===== config.mk =====
export PLATFORM = sky130hd
export DESIGN_NAME = frame_timing_statistics
export DESIGN_NICKNAME = d
export VERILOG_FILES = /design/src/rtl/fts_pkg.sv /design/src/rtl/fts_div.sv /design/src/rtl/frame_timing_statistics.sv
export SDC_FILE = /design/constraint.sdc
export NUM_CORES = 2
export LEC_CHECK = 0
export BUFFER_PORTS_ARGS = -buffer_cell sky130_fd_sc_hd__buf_2
export CORE_MARGIN = 2
export CORE_UTILIZATION = 57
export CTS_BUF_LIST = sky130_fd_sc_hd__clkbuf_16
export DETAILED_ROUTE_END_ITERATION = 10
export PLACE_DENSITY = 0.8
export SLEW_MARGIN = 5
export SYNTH_ARGS = -nofsm -noshare
export SYNTH_HDL_FRONTEND = slang
export SYNTH_SLANG_ARGS = --single-unit

===== constraint.sdc =====
create_clock -name clk -period 21.6 [get_ports clk]
set_input_delay 2.16 -clock clk [delete_from_list [all_inputs] [get_ports clk]]
set_output_delay 2.16 -clock clk [all_outputs]
set_load 0.1 [all_outputs]

===== src/rtl/fts_pkg.sv =====
package fts_pkg;

    typedef struct packed {
        logic        opcode;
        logic [31:0] effect_us;
        logic [31:0] show_us;
        logic [31:0] serial_us;
        logic [31:0] network_us;
        logic [31:0] total_us;
        logic [31:0] free_heap;
        logic [31:0] max_free_block;
    } fts_in_t;

    typedef struct packed {
        logic [31:0] avg_total_us;
        logic [31:0] avg_effect_us;
        logic [31:0] avg_show_us;
        logic [31:0] idle_us;
        logic [31:0] peak_total_us;
        logic [31:0] dropped_count;
        logic [31:0] frame_count;
        logic [6:0]  cpu_percent;
        logic [6:0]  fragmentation_percent;
        logic [31:0] min_free_heap;
        logic        history_written;
        logic [7:0]  fps_sample;
    } fts_out_t;

    localparam int DIVIDEND_W = 71;
    localparam int DIVISOR_W  = 64;
    localparam int QUOT_W     = 8;

    typedef struct packed {
        logic                  start;
        logic [DIVIDEND_W-1:0] dividend;
        logic [DIVISOR_W-1:0]  divisor;
    } fts_div_req_t;

    typedef struct packed {
        logic              done;
        logic [QUOT_W-1:0] quotient;
    } fts_div_rsp_t;

    typedef enum logic [2:0] {
        ST_IDLE,
        ST_EMA,
        ST_DIV_START,
        ST_DIV_WAIT,
        ST_FINISH,
        ST_CLEAR
    } fts_state_t;

    typedef enum logic [1:0] {
        DIV_CPU,
        DIV_FRAG,
        DIV_FPS
    } fts_div_sel_t;

    localparam logic       CFG_TARGET    = 1'b0;
    localparam logic       CFG_WEIGHT    = 1'b1;
    localparam logic       OP_FRAME      = 1'b0;
    localparam logic       OP_CLEAR      = 1'b1;
    localparam logic [19:0] TARGET_RESET = 20'd16666;
    localparam logic [15:0] WEIGHT_RESET = 16'd6554;
    localparam logic [16:0] EMA_ONE      = 17'h10000;
    localparam logic [19:0] FPS_NUM      = 20'd1000000;
    localparam logic [31:0] FPS_SAT_AVG  = 32'd3906;
    localparam logic [7:0]  FPS_MAX      = 8'd255;
    localparam logic [6:0]  PCT_FULL     = 7'd100;
    localparam logic [3:0]  DIV_STEPS    = 4'd8;
    localparam logic [2:0]  AVG_EFFECT   = 3'd0;
    localparam logic [2:0]  AVG_SHOW     = 3'd1;
    localparam logic [2:0]  AVG_SERIAL   = 3'd2;
    localparam logic [2:0]  AVG_NETWORK  = 3'd3;
    localparam logic [2:0]  AVG_TOTAL    = 3'd4;
    localparam logic [2:0]  AVG_IDLE     = 3'd5;

endpackage


===== src/rtl/fts_div.sv =====
module fts_div (
    input  logic                  clk,
    input  logic                  rst_n,
    input  fts_pkg::fts_div_req_t req,
    output fts_pkg::fts_div_rsp_t rsp
);
    import fts_pkg::*;

    logic [DIVIDEND_W:0]  rem_reg, rem_next;
    logic [DIVIDEND_W:0]  den_reg, den_next;
    logic [QUOT_W-1:0]    q_reg, q_next;
    logic [3:0]           cnt_reg, cnt_next;
    logic                 busy_reg, busy_next;
    logic                 done_reg, done_next;

    always_comb
    begin
        rem_next  = rem_reg;
        den_next  = den_reg;
        q_next    = q_reg;
        cnt_next  = cnt_reg;
        busy_next = busy_reg;
        done_next = 1'b0;
        if (req.start)
        begin
            rem_next  = {1'b0, req.dividend};
            den_next  = {req.divisor, 7'b0, 1'b0} >> 1;
            q_next    = '0;
            cnt_next  = DIV_STEPS;
            busy_next = 1'b1;
        end
        else if (busy_reg)
        begin
            if (rem_reg >= den_reg)
            begin
                rem_next = rem_reg - den_reg;
                q_next   = {q_reg[QUOT_W-2:0], 1'b1};
            end
            else
            begin
                q_next = {q_reg[QUOT_W-2:0], 1'b0};
            end
            den_next = den_reg >> 1;
            cnt_next = cnt_reg - 4'd1;
            if (cnt_reg == 4'd1)
            begin
                busy_next = 1'b0;
                done_next = 1'b1;
            end
        end
    end

    always_ff @(posedge clk or negedge rst_n)
    begin
        if (!rst_n)
        begin
            cnt_reg  <= '0;
            busy_reg <= 1'b0;
            done_reg <= 1'b0;
        end
        else
        begin
            cnt_reg  <= cnt_next;
            busy_reg <= busy_next;
            done_reg <= done_next;
        end
    end

    always_ff @(posedge clk)
    begin
        rem_reg <= rem_next;
        den_reg <= den_next;
        q_reg   <= q_next;
    end

    assign rsp.done     = done_reg;
    assign rsp.quotient = q_reg;

endmodule


===== src/rtl/frame_timing_statistics.sv =====
// A frame report runs the six averages through the EMA state, then up to three divisions
// (CPU, fragmentation, FPS) before its result is loaded; a statistics reset takes at most the FPS one.
// A new item is taken only once the last result is loaded; in_stall stays high until the result is loaded.
// The shared 32x17 multiplier forms each average in a product phase and an accumulate phase.
// The serial divider yields one quotient bit per step. Reset clears counters, totals, averages
// and peaks, then clears the history ring entry by entry with in_stall high.
module frame_timing_statistics #(
    parameter int HISTORY_DEPTH    = 64,
    parameter int HISTORY_INTERVAL = 10
) (
    input  logic              clk,
    input  logic              rst_n,
    input  logic              in_valid,
    output logic              in_stall,
    input  fts_pkg::fts_in_t  in_data,
    output logic              out_valid,
    input  logic              out_stall,
    output fts_pkg::fts_out_t out_data,
    input  logic              cfg_we,
    input  logic              cfg_index,
    input  logic [19:0]       cfg_data
);
    import fts_pkg::*;

    localparam int PTR_W = (HISTORY_DEPTH > 1) ? $clog2(HISTORY_DEPTH) : 1;
    localparam int RES_W = (HISTORY_INTERVAL > 1) ? $clog2(HISTORY_INTERVAL) : 1;

    fts_state_t   state_reg, state_next;
    fts_div_sel_t sel_reg, sel_next;
    logic [19:0]  target_reg, target_next;
    logic [15:0]  weight_reg, weight_next;
    logic [31:0]  frame_reg, frame_next;
    logic [RES_W-1:0] res_reg, res_next;
    logic [31:0]  dropped_reg, dropped_next;
    logic [63:0]  tsum_reg, tsum_next;
    logic [63:0]  asum_reg, asum_next;
    logic [31:0]  avg_reg [6];
    logic [31:0]  avg_next [6];
    logic [31:0]  peak_reg [5];
    logic [31:0]  peak_next [5];
    logic [31:0]  minheap_reg, minheap_next;
    logic [PTR_W-1:0] ptr_reg, ptr_next;
    logic [6:0]   cpu_reg, cpu_next;
    logic         ovalid_reg, ovalid_next;
    logic [2:0]   idx_reg, idx_next;
    logic         phase_reg, phase_next;

    fts_in_t      in_reg, in_next;
    logic [31:0]  idle_reg, idle_next;
    logic         hist_reg, hist_next;
    logic [6:0]   frag_reg, frag_next;
    logic [7:0]   fps_reg, fps_next;
    logic [48:0]  prod_reg, prod_next;
    fts_out_t     out_reg, out_next;

    logic [14:0]  ring_mem [HISTORY_DEPTH];
    logic         ring_we;
    logic [14:0]  ring_wdata;

    fts_div_req_t div_req;
    fts_div_rsp_t div_rsp;

    logic [33:0]  active;
    logic [21:0]  tri_target;
    logic [31:0]  frame_inc;
    logic [31:0]  sample;
    logic [31:0]  mul_a;
    logic [16:0]  mul_b;
    logic [48:0]  mul_p;
    logic [49:0]  acc;

    fts_div ud (
        .clk (clk),
        .rst_n (rst_n),
        .req (div_req),
        .rsp (div_rsp)
    );

    always_comb
    begin
        case (idx_reg)
            AVG_EFFECT:  sample = in_reg.effect_us;
            AVG_SHOW:    sample = in_reg.show_us;
            AVG_SERIAL:  sample = in_reg.serial_us;
            AVG_NETWORK: sample = in_reg.network_us;
            AVG_TOTAL:   sample = in_reg.total_us;
            default:     sample = idle_reg;
        endcase
        mul_a = phase_reg ? sample : avg_reg[idx_reg];
        mul_b = phase_reg ? {1'b0, weight_reg} : (EMA_ONE - {1'b0, weight_reg});
        mul_p = 49'(mul_a) * 49'(mul_b);
        acc   = {1'b0, prod_reg} + {1'b0, mul_p};
    end

    always_comb
    begin
        state_next   = state_reg;
        sel_next     = sel_reg;
        target_next  = target_reg;
        weight_next  = weight_reg;
        frame_next   = frame_reg;
        res_next     = res_reg;
        dropped_next = dropped_reg;
        tsum_next    = tsum_reg;
        asum_next    = asum_reg;
        avg_next     = avg_reg;
        peak_next    = peak_reg;
        minheap_next = minheap_reg;
        ptr_next     = ptr_reg;
        cpu_next     = cpu_reg;
        ovalid_next  = ovalid_reg;
        idx_next     = idx_reg;
        phase_next   = phase_reg;
        in_next      = in_reg;
        idle_next    = idle_reg;
        hist_next    = hist_reg;
        frag_next    = frag_reg;
        fps_next     = fps_reg;
        prod_next    = prod_reg;
        out_next     = out_reg;
        ring_we      = 1'b0;
        ring_wdata   = {fps_reg, cpu_reg};
        div_req      = '0;

        active = 34'(in_data.effect_us) + 34'(in_data.show_us)
               + 34'(in_data.serial_us) + 34'(in_data.network_us);
        tri_target = {2'b0, target_reg} + {1'b0, target_reg, 1'b0};
        frame_inc  = frame_reg + 32'd1;

        if (cfg_we)
        begin
            if (cfg_index == CFG_TARGET)
            begin
                target_next = cfg_data;
            end
            else
            begin
                weight_next = cfg_data[15:0];
            end
        end

        if (ovalid_reg && !out_stall)
        begin
            ovalid_next = 1'b0;
        end

        case (state_reg)
            ST_CLEAR:
            begin
                ring_we    = 1'b1;
                ring_wdata = '0;
                if (ptr_reg == PTR_W'(HISTORY_DEPTH - 1))
                begin
                    ptr_next   = '0;
                    state_next = ST_IDLE;
                end
                else
                begin
                    ptr_next = ptr_reg + PTR_W'(1);
                end
            end
            ST_IDLE:
            begin
                if (in_valid)
                begin
                    in_next = in_data;
                    if (in_data.opcode == OP_CLEAR)
                    begin
                        for (int i = 0; i < 5; i++)
                        begin
                            peak_next[i] = '0;
                        end
                        dropped_next = '0;
                        minheap_next = in_data.free_heap;
                        tsum_next    = '0;
                        asum_next    = '0;
                        idle_next    = '0;
                        frag_next    = '0;
                        hist_next    = 1'b0;
                        sel_next     = DIV_FPS;
                        state_next   = ST_DIV_START;
                    end
                    else
                    begin
                        frame_next = frame_inc;
                        if (frame_inc == 32'd0)
                        begin
                            res_next = '0;
                        end
                        else if (res_reg == RES_W'(HISTORY_INTERVAL - 1))
                        begin
                            res_next = '0;
                        end
                        else
                        begin
                            res_next = res_reg + RES_W'(1);
                        end
                        hist_next = (res_next == '0);
                        idle_next = (34'(in_data.total_us) > active)
                                  ? 32'(34'(in_data.total_us) - active) : 32'd0;
                        if (in_data.total_us > 32'(tri_target[21:1]))
                        begin
                            dropped_next = dropped_reg + 32'd1;
                        end
                        if (in_data.effect_us > peak_reg[0])  peak_next[0] = in_data.effect_us;
                        if (in_data.show_us > peak_reg[1])    peak_next[1] = in_data.show_us;
                        if (in_data.serial_us > peak_reg[2])  peak_next[2] = in_data.serial_us;
                        if (in_data.network_us > peak_reg[3]) peak_next[3] = in_data.network_us;
                        if (in_data.total_us > peak_reg[4])   peak_next[4] = in_data.total_us;
                        tsum_next = tsum_reg + 64'(in_data.total_us);
                        asum_next = asum_reg + 64'(active);
                        if (in_data.free_heap < minheap_reg)
                        begin
                            minheap_next = in_data.free_heap;
                        end
                        idx_next   = '0;
                        phase_next = 1'b0;
                        state_next = ST_EMA;
                    end
                end
            end
            ST_EMA:
            begin
                if (!phase_reg)
                begin
                    prod_next  = mul_p;
                    phase_next = 1'b1;
                end
                else
                begin
                    avg_next[idx_reg] = acc[47:16];
                    phase_next = 1'b0;
                    if (idx_reg == AVG_IDLE)
                    begin
                        sel_next   = DIV_CPU;
                        state_next = ST_DIV_START;
                    end
                    else
                    begin
                        idx_next = idx_reg + 3'd1;
                    end
                end
            end
            ST_DIV_START:
            begin
                case (sel_reg)
                    DIV_CPU:
                    begin
                        sel_next = DIV_FRAG;
                        if (tsum_reg != 64'd0)
                        begin
                            if (asum_reg >= tsum_reg)
                            begin
                                cpu_next = PCT_FULL;
                            end
                            else
                            begin
                                div_req.start    = 1'b1;
                                div_req.dividend = {asum_reg, 7'b0} - {2'b0, asum_reg, 5'b0}
                                                 + {5'b0, asum_reg, 2'b0};
                                div_req.divisor  = tsum_reg;
                                sel_next   = DIV_CPU;
                                state_next = ST_DIV_WAIT;
                            end
                        end
                    end
                    DIV_FRAG:
                    begin
                        sel_next = DIV_FPS;
                        if (in_reg.free_heap == 32'd0
                            || in_reg.max_free_block >= in_reg.free_heap)
                        begin
                            frag_next = '0;
                        end
                        else
                        begin
                            div_req.start    = 1'b1;
                            div_req.dividend = 71'({in_reg.max_free_block, 6'b0})
                                             + 71'({in_reg.max_free_block, 5'b0})
                                             + 71'({in_reg.max_free_block, 2'b0});
                            div_req.divisor  = 64'(in_reg.free_heap);
                            sel_next   = DIV_FRAG;
                            state_next = ST_DIV_WAIT;
                        end
                    end
                    default:
                    begin
                        if (avg_reg[AVG_TOTAL] == 32'd0)
                        begin
                            fps_next   = '0;
                            state_next = ST_FINISH;
                        end
                        else if (avg_reg[AVG_TOTAL] <= FPS_SAT_AVG)
                        begin
                            fps_next   = FPS_MAX;
                            state_next = ST_FINISH;
                        end
                        else
                        begin
                            div_req.start    = 1'b1;
                            div_req.dividend = 71'(FPS_NUM);
                            div_req.divisor  = 64'(avg_reg[AVG_TOTAL]);
                            state_next = ST_DIV_WAIT;
                        end
                    end
                endcase
            end
            ST_DIV_WAIT:
            begin
                if (div_rsp.done)
                begin
                    case (sel_reg)
                        DIV_CPU:
                        begin
                            cpu_next   = div_rsp.quotient[6:0];
                            sel_next   = DIV_FRAG;
                            state_next = ST_DIV_START;
                        end
                        DIV_FRAG:
                        begin
                            frag_next  = PCT_FULL - div_rsp.quotient[6:0];
                            sel_next   = DIV_FPS;
                            state_next = ST_DIV_START;
                        end
                        default:
                        begin
                            fps_next   = div_rsp.quotient;
                            state_next = ST_FINISH;
                        end
                    endcase
                end
            end
            ST_FINISH:
            begin
                if (!ovalid_reg || !out_stall)
                begin
                    out_next.avg_total_us          = avg_reg[AVG_TOTAL];
                    out_next.avg_effect_us         = avg_reg[AVG_EFFECT];
                    out_next.avg_show_us           = avg_reg[AVG_SHOW];
                    out_next.idle_us               = idle_reg;
                    out_next.peak_total_us         = peak_reg[4];
                    out_next.dropped_count         = dropped_reg;
                    out_next.frame_count           = frame_reg;
                    out_next.cpu_percent           = cpu_reg;
                    out_next.fragmentation_percent = frag_reg;
                    out_next.min_free_heap         = minheap_reg;
                    out_next.history_written       = hist_reg;
                    out_next.fps_sample            = fps_reg;
                    ovalid_next = 1'b1;
                    if (hist_reg)
                    begin
                        ring_we  = 1'b1;
                        ptr_next = (ptr_reg == PTR_W'(HISTORY_DEPTH - 1))
                                 ? '0 : ptr_reg + PTR_W'(1);
                    end
                    state_next = ST_IDLE;
                end
            end
            default:
            begin
                state_next = ST_IDLE;
            end
        endcase
    end

    always_ff @(posedge clk or negedge rst_n)
    begin
        if (!rst_n)
        begin
            state_reg   <= ST_CLEAR;
            sel_reg     <= DIV_CPU;
            target_reg  <= TARGET_RESET;
            weight_reg  <= WEIGHT_RESET;
            frame_reg   <= '0;
            res_reg     <= '0;
            dropped_reg <= '0;
            tsum_reg    <= '0;
            asum_reg    <= '0;
            for (int i = 0; i < 6; i++)
            begin
                avg_reg[i] <= '0;
            end
            for (int i = 0; i < 5; i++)
            begin
                peak_reg[i] <= '0;
            end
            minheap_reg <= '1;
            ptr_reg     <= '0;
            cpu_reg     <= '0;
            ovalid_reg  <= 1'b0;
            idx_reg     <= '0;
            phase_reg   <= 1'b0;
        end
        else
        begin
            state_reg   <= state_next;
            sel_reg     <= sel_next;
            target_reg  <= target_next;
            weight_reg  <= weight_next;
            frame_reg   <= frame_next;
            res_reg     <= res_next;
            dropped_reg <= dropped_next;
            tsum_reg    <= tsum_next;
            asum_reg    <= asum_next;
            avg_reg     <= avg_next;
            peak_reg    <= peak_next;
            minheap_reg <= minheap_next;
            ptr_reg     <= ptr_next;
            cpu_reg     <= cpu_next;
            ovalid_reg  <= ovalid_next;
            idx_reg     <= idx_next;
            phase_reg   <= phase_next;
        end
    end

    always_ff @(posedge clk)
    begin
        in_reg   <= in_next;
        idle_reg <= idle_next;
        hist_reg <= hist_next;
        frag_reg <= frag_next;
        fps_reg  <= fps_next;
        prod_reg <= prod_next;
        out_reg  <= out_next;
        if (ring_we)
        begin
            ring_mem[ptr_reg] <= ring_wdata;
        end
    end

    assign in_stall  = (state_reg != ST_IDLE);
    assign out_valid = ovalid_reg;
    assign out_data  = out_reg;

endmodule


* Word level (Yosys, flattened, before mapping) *
Cells that the tools add are included.

word-level totals
  register bits = 1,395
  latch bits = 0
  memory bits (writable) = 0
  memory bits (read-only) = 0
  input bits = 251
  memories kept = 0

operators by class
  $add $sub $neg = 21
  multiply operators = 1
  div/mod/pow operators = 0
  $lt $le $gt $ge = 14
  equality and inequality tests = 39
  shift operators = 0
  multiplexer cells = 108
  bitwise gates (word level) = 5
  reduce and logical (&&, ||, !) cells = 55

operators with widths
  cell                     number
  $mux W136                6
  $mux W32                 13
  $mux W71                 5
  $pmux W136 S2            1
  $bwmux W192              1
  $gt A32 B32 Y1           5
  $mux W160                1
  $pmux W32 S5             1
  $mux W64                 2
  $bmux W32 S3             1
  $demux W32 S3            1
  $logic_not A32 Y1        3
  $mux W7                  11
  $ge A72 B71 Y1           1
  $sub A72 B71 Y72         1
  $add A71 B66 Y71         1
  $sub A71 B69 Y71         1
  $add A32 B1 Y32 const B  2
  $add A64 B32 Y64         1
  $add A64 B34 Y64         1
  $ge A64 B64 Y1           1
  $reduce_bool A64 Y1      1
  $add A48 B48 Y48         1
  $mul A32 B17 Y48         1
  other kinds (65)         180

* Depth between registers and ports, before layout *
  depth after elaboration = 8
  mapped depth = 51
  gate-level depth less buffers = 45

* Hierarchy *
From an unflattened synthesis, not the netlist that was laid out.

second synthesis, totals
  cell total of the unflattened synthesis = 9,456
  area total of the unflattened synthesis = 94,315.5 um^2

modules (own cells, without submodules)
  module                   times used  cells an instance  area an instance (um^2)  seq. area each (um^2)
  frame_timing_statistics  1           8,254              83,321.2                 30,832.1
  fts_div                  1           1,202              10,994.3                 4,524.3

* Least setup slack after synthesis *
Ideal clock, no wire load.

  path kind = input to register
  start point = input out_stall
  end point = register out_reg, in the netlist out_data[0] (enable)
  setup time = 1,318 ps
  arrival = 22,418 ps
  slack = -2,136 ps
  stages = 2
  buffers on the path = 0
  cell sequence = nand2_1 -> nor3b_1

between the ends
  cells in the longest elaborated chain, start to end = 3

RTL lines
  item                         line                            RTL
  from (decl)                  frame_timing_statistics.sv:17   input logic out_stall,
  $logic_not A1 Y1             frame_timing_statistics.sv:335  if (!ovalid_reg || !out_stall)
  $logic_or A1 B1 Y1           frame_timing_statistics.sv:335
  $reduce_and A2 Y1 (no line)  -
  to (signal assigned)         frame_timing_statistics.sv:424  out_reg <= out_next;
  to (decl)                    frame_timing_statistics.sv:54   fts_out_t out_reg, out_next;

No other way between the ends.
A chain may end at the register's enable or synchronous reset.

* Worst setup path in the final report *
  start point = register idx_reg[1]
  end point = register avg_reg[158] (netlist bit)

between the ends
  cells in the longest elaborated chain, start to end = 8
  elaborated cells between the ends (all ways) = 19

RTL lines
  item                                          line                            RTL
  from (decl)                                   frame_timing_statistics.sv:45   logic [2:0] idx_reg, idx_next;
  from (signal assigned)                        frame_timing_statistics.sv:411  idx_reg <= idx_next;
  $not A3 Y4 (not written as such)              frame_timing_statistics.sv:89   mul_a = phase_reg ? sample : avg_reg[idx_reg];
  $bmux W32 S3                                  frame_timing_statistics.sv:89
  $mux W32 (not written as such) (2 in series)  frame_timing_statistics.sv:89
  $mux W32 *                                    frame_timing_statistics.sv:89
  $mul A32 B17 Y48 *                            frame_timing_statistics.sv:91   mul_p = 49'(mul_a) * 49'(mul_b);
  via mul_p[32]                                 frame_timing_statistics.sv:69   logic [48:0] mul_p;
  $add A48 B48 Y48 *                            frame_timing_statistics.sv:92   acc = {1'b0, prod_reg} + {1'b0, mul_p};
  $bwmux W192 *                                 frame_timing_statistics.sv:231  avg_next[idx_reg] = acc[47:16];
  to (signal assigned)                          frame_timing_statistics.sv:405  avg_reg <= avg_next;
  to (decl)                                     frame_timing_statistics.sv:37   logic [31:0] avg_reg [6];

Mark *: on every way through the listed nets, which the timed path passes. The rest lies on a longest branch. The select of a mux whose other input is x is not followed.

==> reports/qor.yml <==
status: "finished, final reports clean"
via_per_inst: 6.417
worstSkewPairLatency_ns: 0.85
cp.arrival_ns: 14.05
start_util: 0.5758
synthArstFlopShare: 0.4081
setup_tns_ns: 0
drc: 0
fin_skew_ns: 0.07073
synth-main-ff-cell: "edfxtp_1"
grt_usage: 0.3892
post_cts_buffers: 0
worstSetupPathType: "reg2reg"
synthDominantCellAreaShare: 0.2346
holdPathEnd: "out_data[47]$_DFFE_PP_"
nets: 11310
synth_most_common_cell: "inv_1"
largest_reg_flops: 279
hold_ws_ns: 0.4159
cts_root_buf: "clkbuf_16"
htree_levels: 4
max_freq_ghz: 0.07491
dp_hpwl_mm: 252.4
synth_edf_count: 734
numPortBuffers: 531
min_path_type: "reg2reg"
die_w_um: 410.0
cap_violations: 0
synth_top_area_cell: "edfxtp_1"
syn_nets: 10900
wl_mm: 329.1
ys_top_cells_by_count: "inv_1, nand2_1, edfxtp_1, ha_1, fa_1"
drtPass1Iterations: 9
rrSetupSlack_ns: 8.25
yosysSeqAreaShare: 0.3764
post_cts_resized: 0
numClockSinks: 1267
cts_hold_buf: 0
reg2reg_from: "idx_reg[1]$_DFFE_PN0P_"
grt_max_degree: 196
wl_per_cell_um: 27.23
cts_tree: "done"
setup_viol: 0
num_vias: 77560
antenna_found_initial: 53
synth_cells: 9355
grt_pass1_wl_mm: 486.6
ir_drop_mv: 0.09160
drive_gt1_frac: 0.1195
finalCritPeriodShare: 0.6181
rows: 148
ff2ff_path_depth: 44
power.density_mw_per_mm2: 65.85
clock_path_buffers: 3
ys_warn_count: 0
path_clk_slew_ns: 0.06
ys_ff_latch: 1267
critical_path_peak_fanout: 58
max_slew_margin: 0.07407
min_from: "frag_reg[6]$_SDFFCE_PN0P_"
core_mm2: 0.1631
gp_congestion: 1.028
cpMaxStageDelayCell: "a21oi_1"
syn2layout_area_growth_pct: 10.84
first_global_vias: 77390
die_h_um: 410.0
yosys-top-cells-area: "edfxtp_1, fa_1, dfrtp_1"
worst_pin_slew_ns: 1.389
nFillCells: 12990
worstSetupEndpointType: "flip-flop"
finalHoldViolations: 0
numCtsBuffers: 140
cpMostUsedCell: "fa_1"
die_area_mm2: 0.1681
p_leak_nw: 46.60
rsz0062_at_grt: "false"
drv_slew: 0
gr-total-overflow: 0
antenna_left: 0
syn_area_mm2: 0.09393
period_minus_slack_ns: 13.35
cpPeakStageDelay_ns: 0.76
postSynthAreaPerCell_um2: 10.04
r2r-end: "avg_reg[158]$_DFFE_PN0P_"
synth_cell_type_count: 104
drt_iter0_markers: 9555
critical_path_required_ns: 22.30
critPathLaunchType: "flip-flop"
hold_path_depth: 0
ioPinCount: 532
-- per-stage QoR --
| step | instance area (µm²) | utilization | setup slack [ns] | cells | total power [mW] |
|---|---|---|---|---|---|
| 2_1_floorplan | 93940 | - | 7.891 | 9355 | 3.752 |
| 3_3_place_gp | 99240 | 0.6083 | 8.677 | 11800 | 4.272 |
| 3_5_place_dp | 99250 | 0.6084 | 8.533 | 11800 | 4.316 |
| 4_1_cts | 104000 | 0.6377 | 8.469 | 12060 | 6.808 |
| 5_1_grt | 104100 | 0.6379 | 7.905 | 12070 | 7.080 |
| 6_report | 104100 | 0.6382 | 8.250 | 12090 | 6.856 |
-- kinds of logic after synthesis --
family                     count (synthesis)  share of synthesized area
and+or+nand+nor                         2438                     0.1209
adders and majority gates               1297                     0.2211
buffers and inverters                   1519                    0.06091
AOI/OAI and AO/OA                       2160                     0.1509
muxes                                    199                    0.02522
xor gates and xnor gates                 475                    0.04452
DFF                                     1267                     0.3764
-- worst max-delay path, delay by kind of cell (launching register included) --
kind / cells / cell delay [ns]
DFF: 1 / 0.34
and+or+nand+nor: 5 / 1.72
AOI/OAI and AO/OA: 19 / 4.71
buffers and inverters: 8 / 1.89
muxes: 1 / 0.32
adders and majority gates: 9 / 3.86
xor gates and xnor gates: 2 / 0.34
-- metal layers --
layer	share of wire	wire length, µm	track usage
met1	0.37	120300	0.4860
met2	0.44	145800	0.5958
met3	0.12	39150	0.1178
met4	0.072	23660	0.2358
met5	0.00054	179	0
-- cell usage in the layout (no fill, tap or decap), types with 141 or more instances in the layout --
master / instances
xor2_1: 180
xnor2_1: 284
clkbuf_16: 144
a21oi_1: 482
dfrtp_1: 467
nand3_1: 179
nand2_1: 967
buf_2: 529
ha_1: 689
o21ai_0: 469
inv_1: 1152
mux2_2: 141
edfxtp_1: 734
fa_1: 605
nor2_1: 497
a21o_1: 278
-- worst max-delay path by stage --
stage	start	end	slack, ns	cells past startpoint
floorplan	out_stall	out_data[0]$_DFFE_PP_	7.89	2
CTS	idx_reg[1]$_DFFE_PN0P_	avg_reg[158]$_DFFE_PN0P_	8.47	44
global placement	idx_reg[1]$_DFFE_PN0P_	avg_reg[190]$_DFFE_PN0P_	8.68	44
finish	idx_reg[1]$_DFFE_PN0P_	avg_reg[158]$_DFFE_PN0P_	8.25	44
detailed placement	idx_reg[1]$_DFFE_PN0P_	avg_reg[126]$_DFFE_PN0P_	8.53	44
global route	idx_reg[1]$_DFFE_PN0P_	avg_reg[158]$_DFFE_PN0P_	7.90	45
-- area by class of cell --
cell class	instances	area (µm²)	area share
diodes	28	70.07	0.0006730
clock buffers	144	3603	0.03461
clock inverters	118	1190	0.01143
inverters	1125	4232	0.04064
multi-input cells	6569	53250	0.5115
flip-flops and latches	1267	35360	0.3397
well taps	2175	2721	0.02614
repair buffers	660	3676	0.03531
-- power breakdown --
group	internal [mW]	switching (mW)	leakage (nW)
combinational	0.632	1.13	31.9
clock	1.42	1.09	2.43
sequential	2.57	0.0180	12.2
No activity file was read; power rests on OpenSTA's default activity.
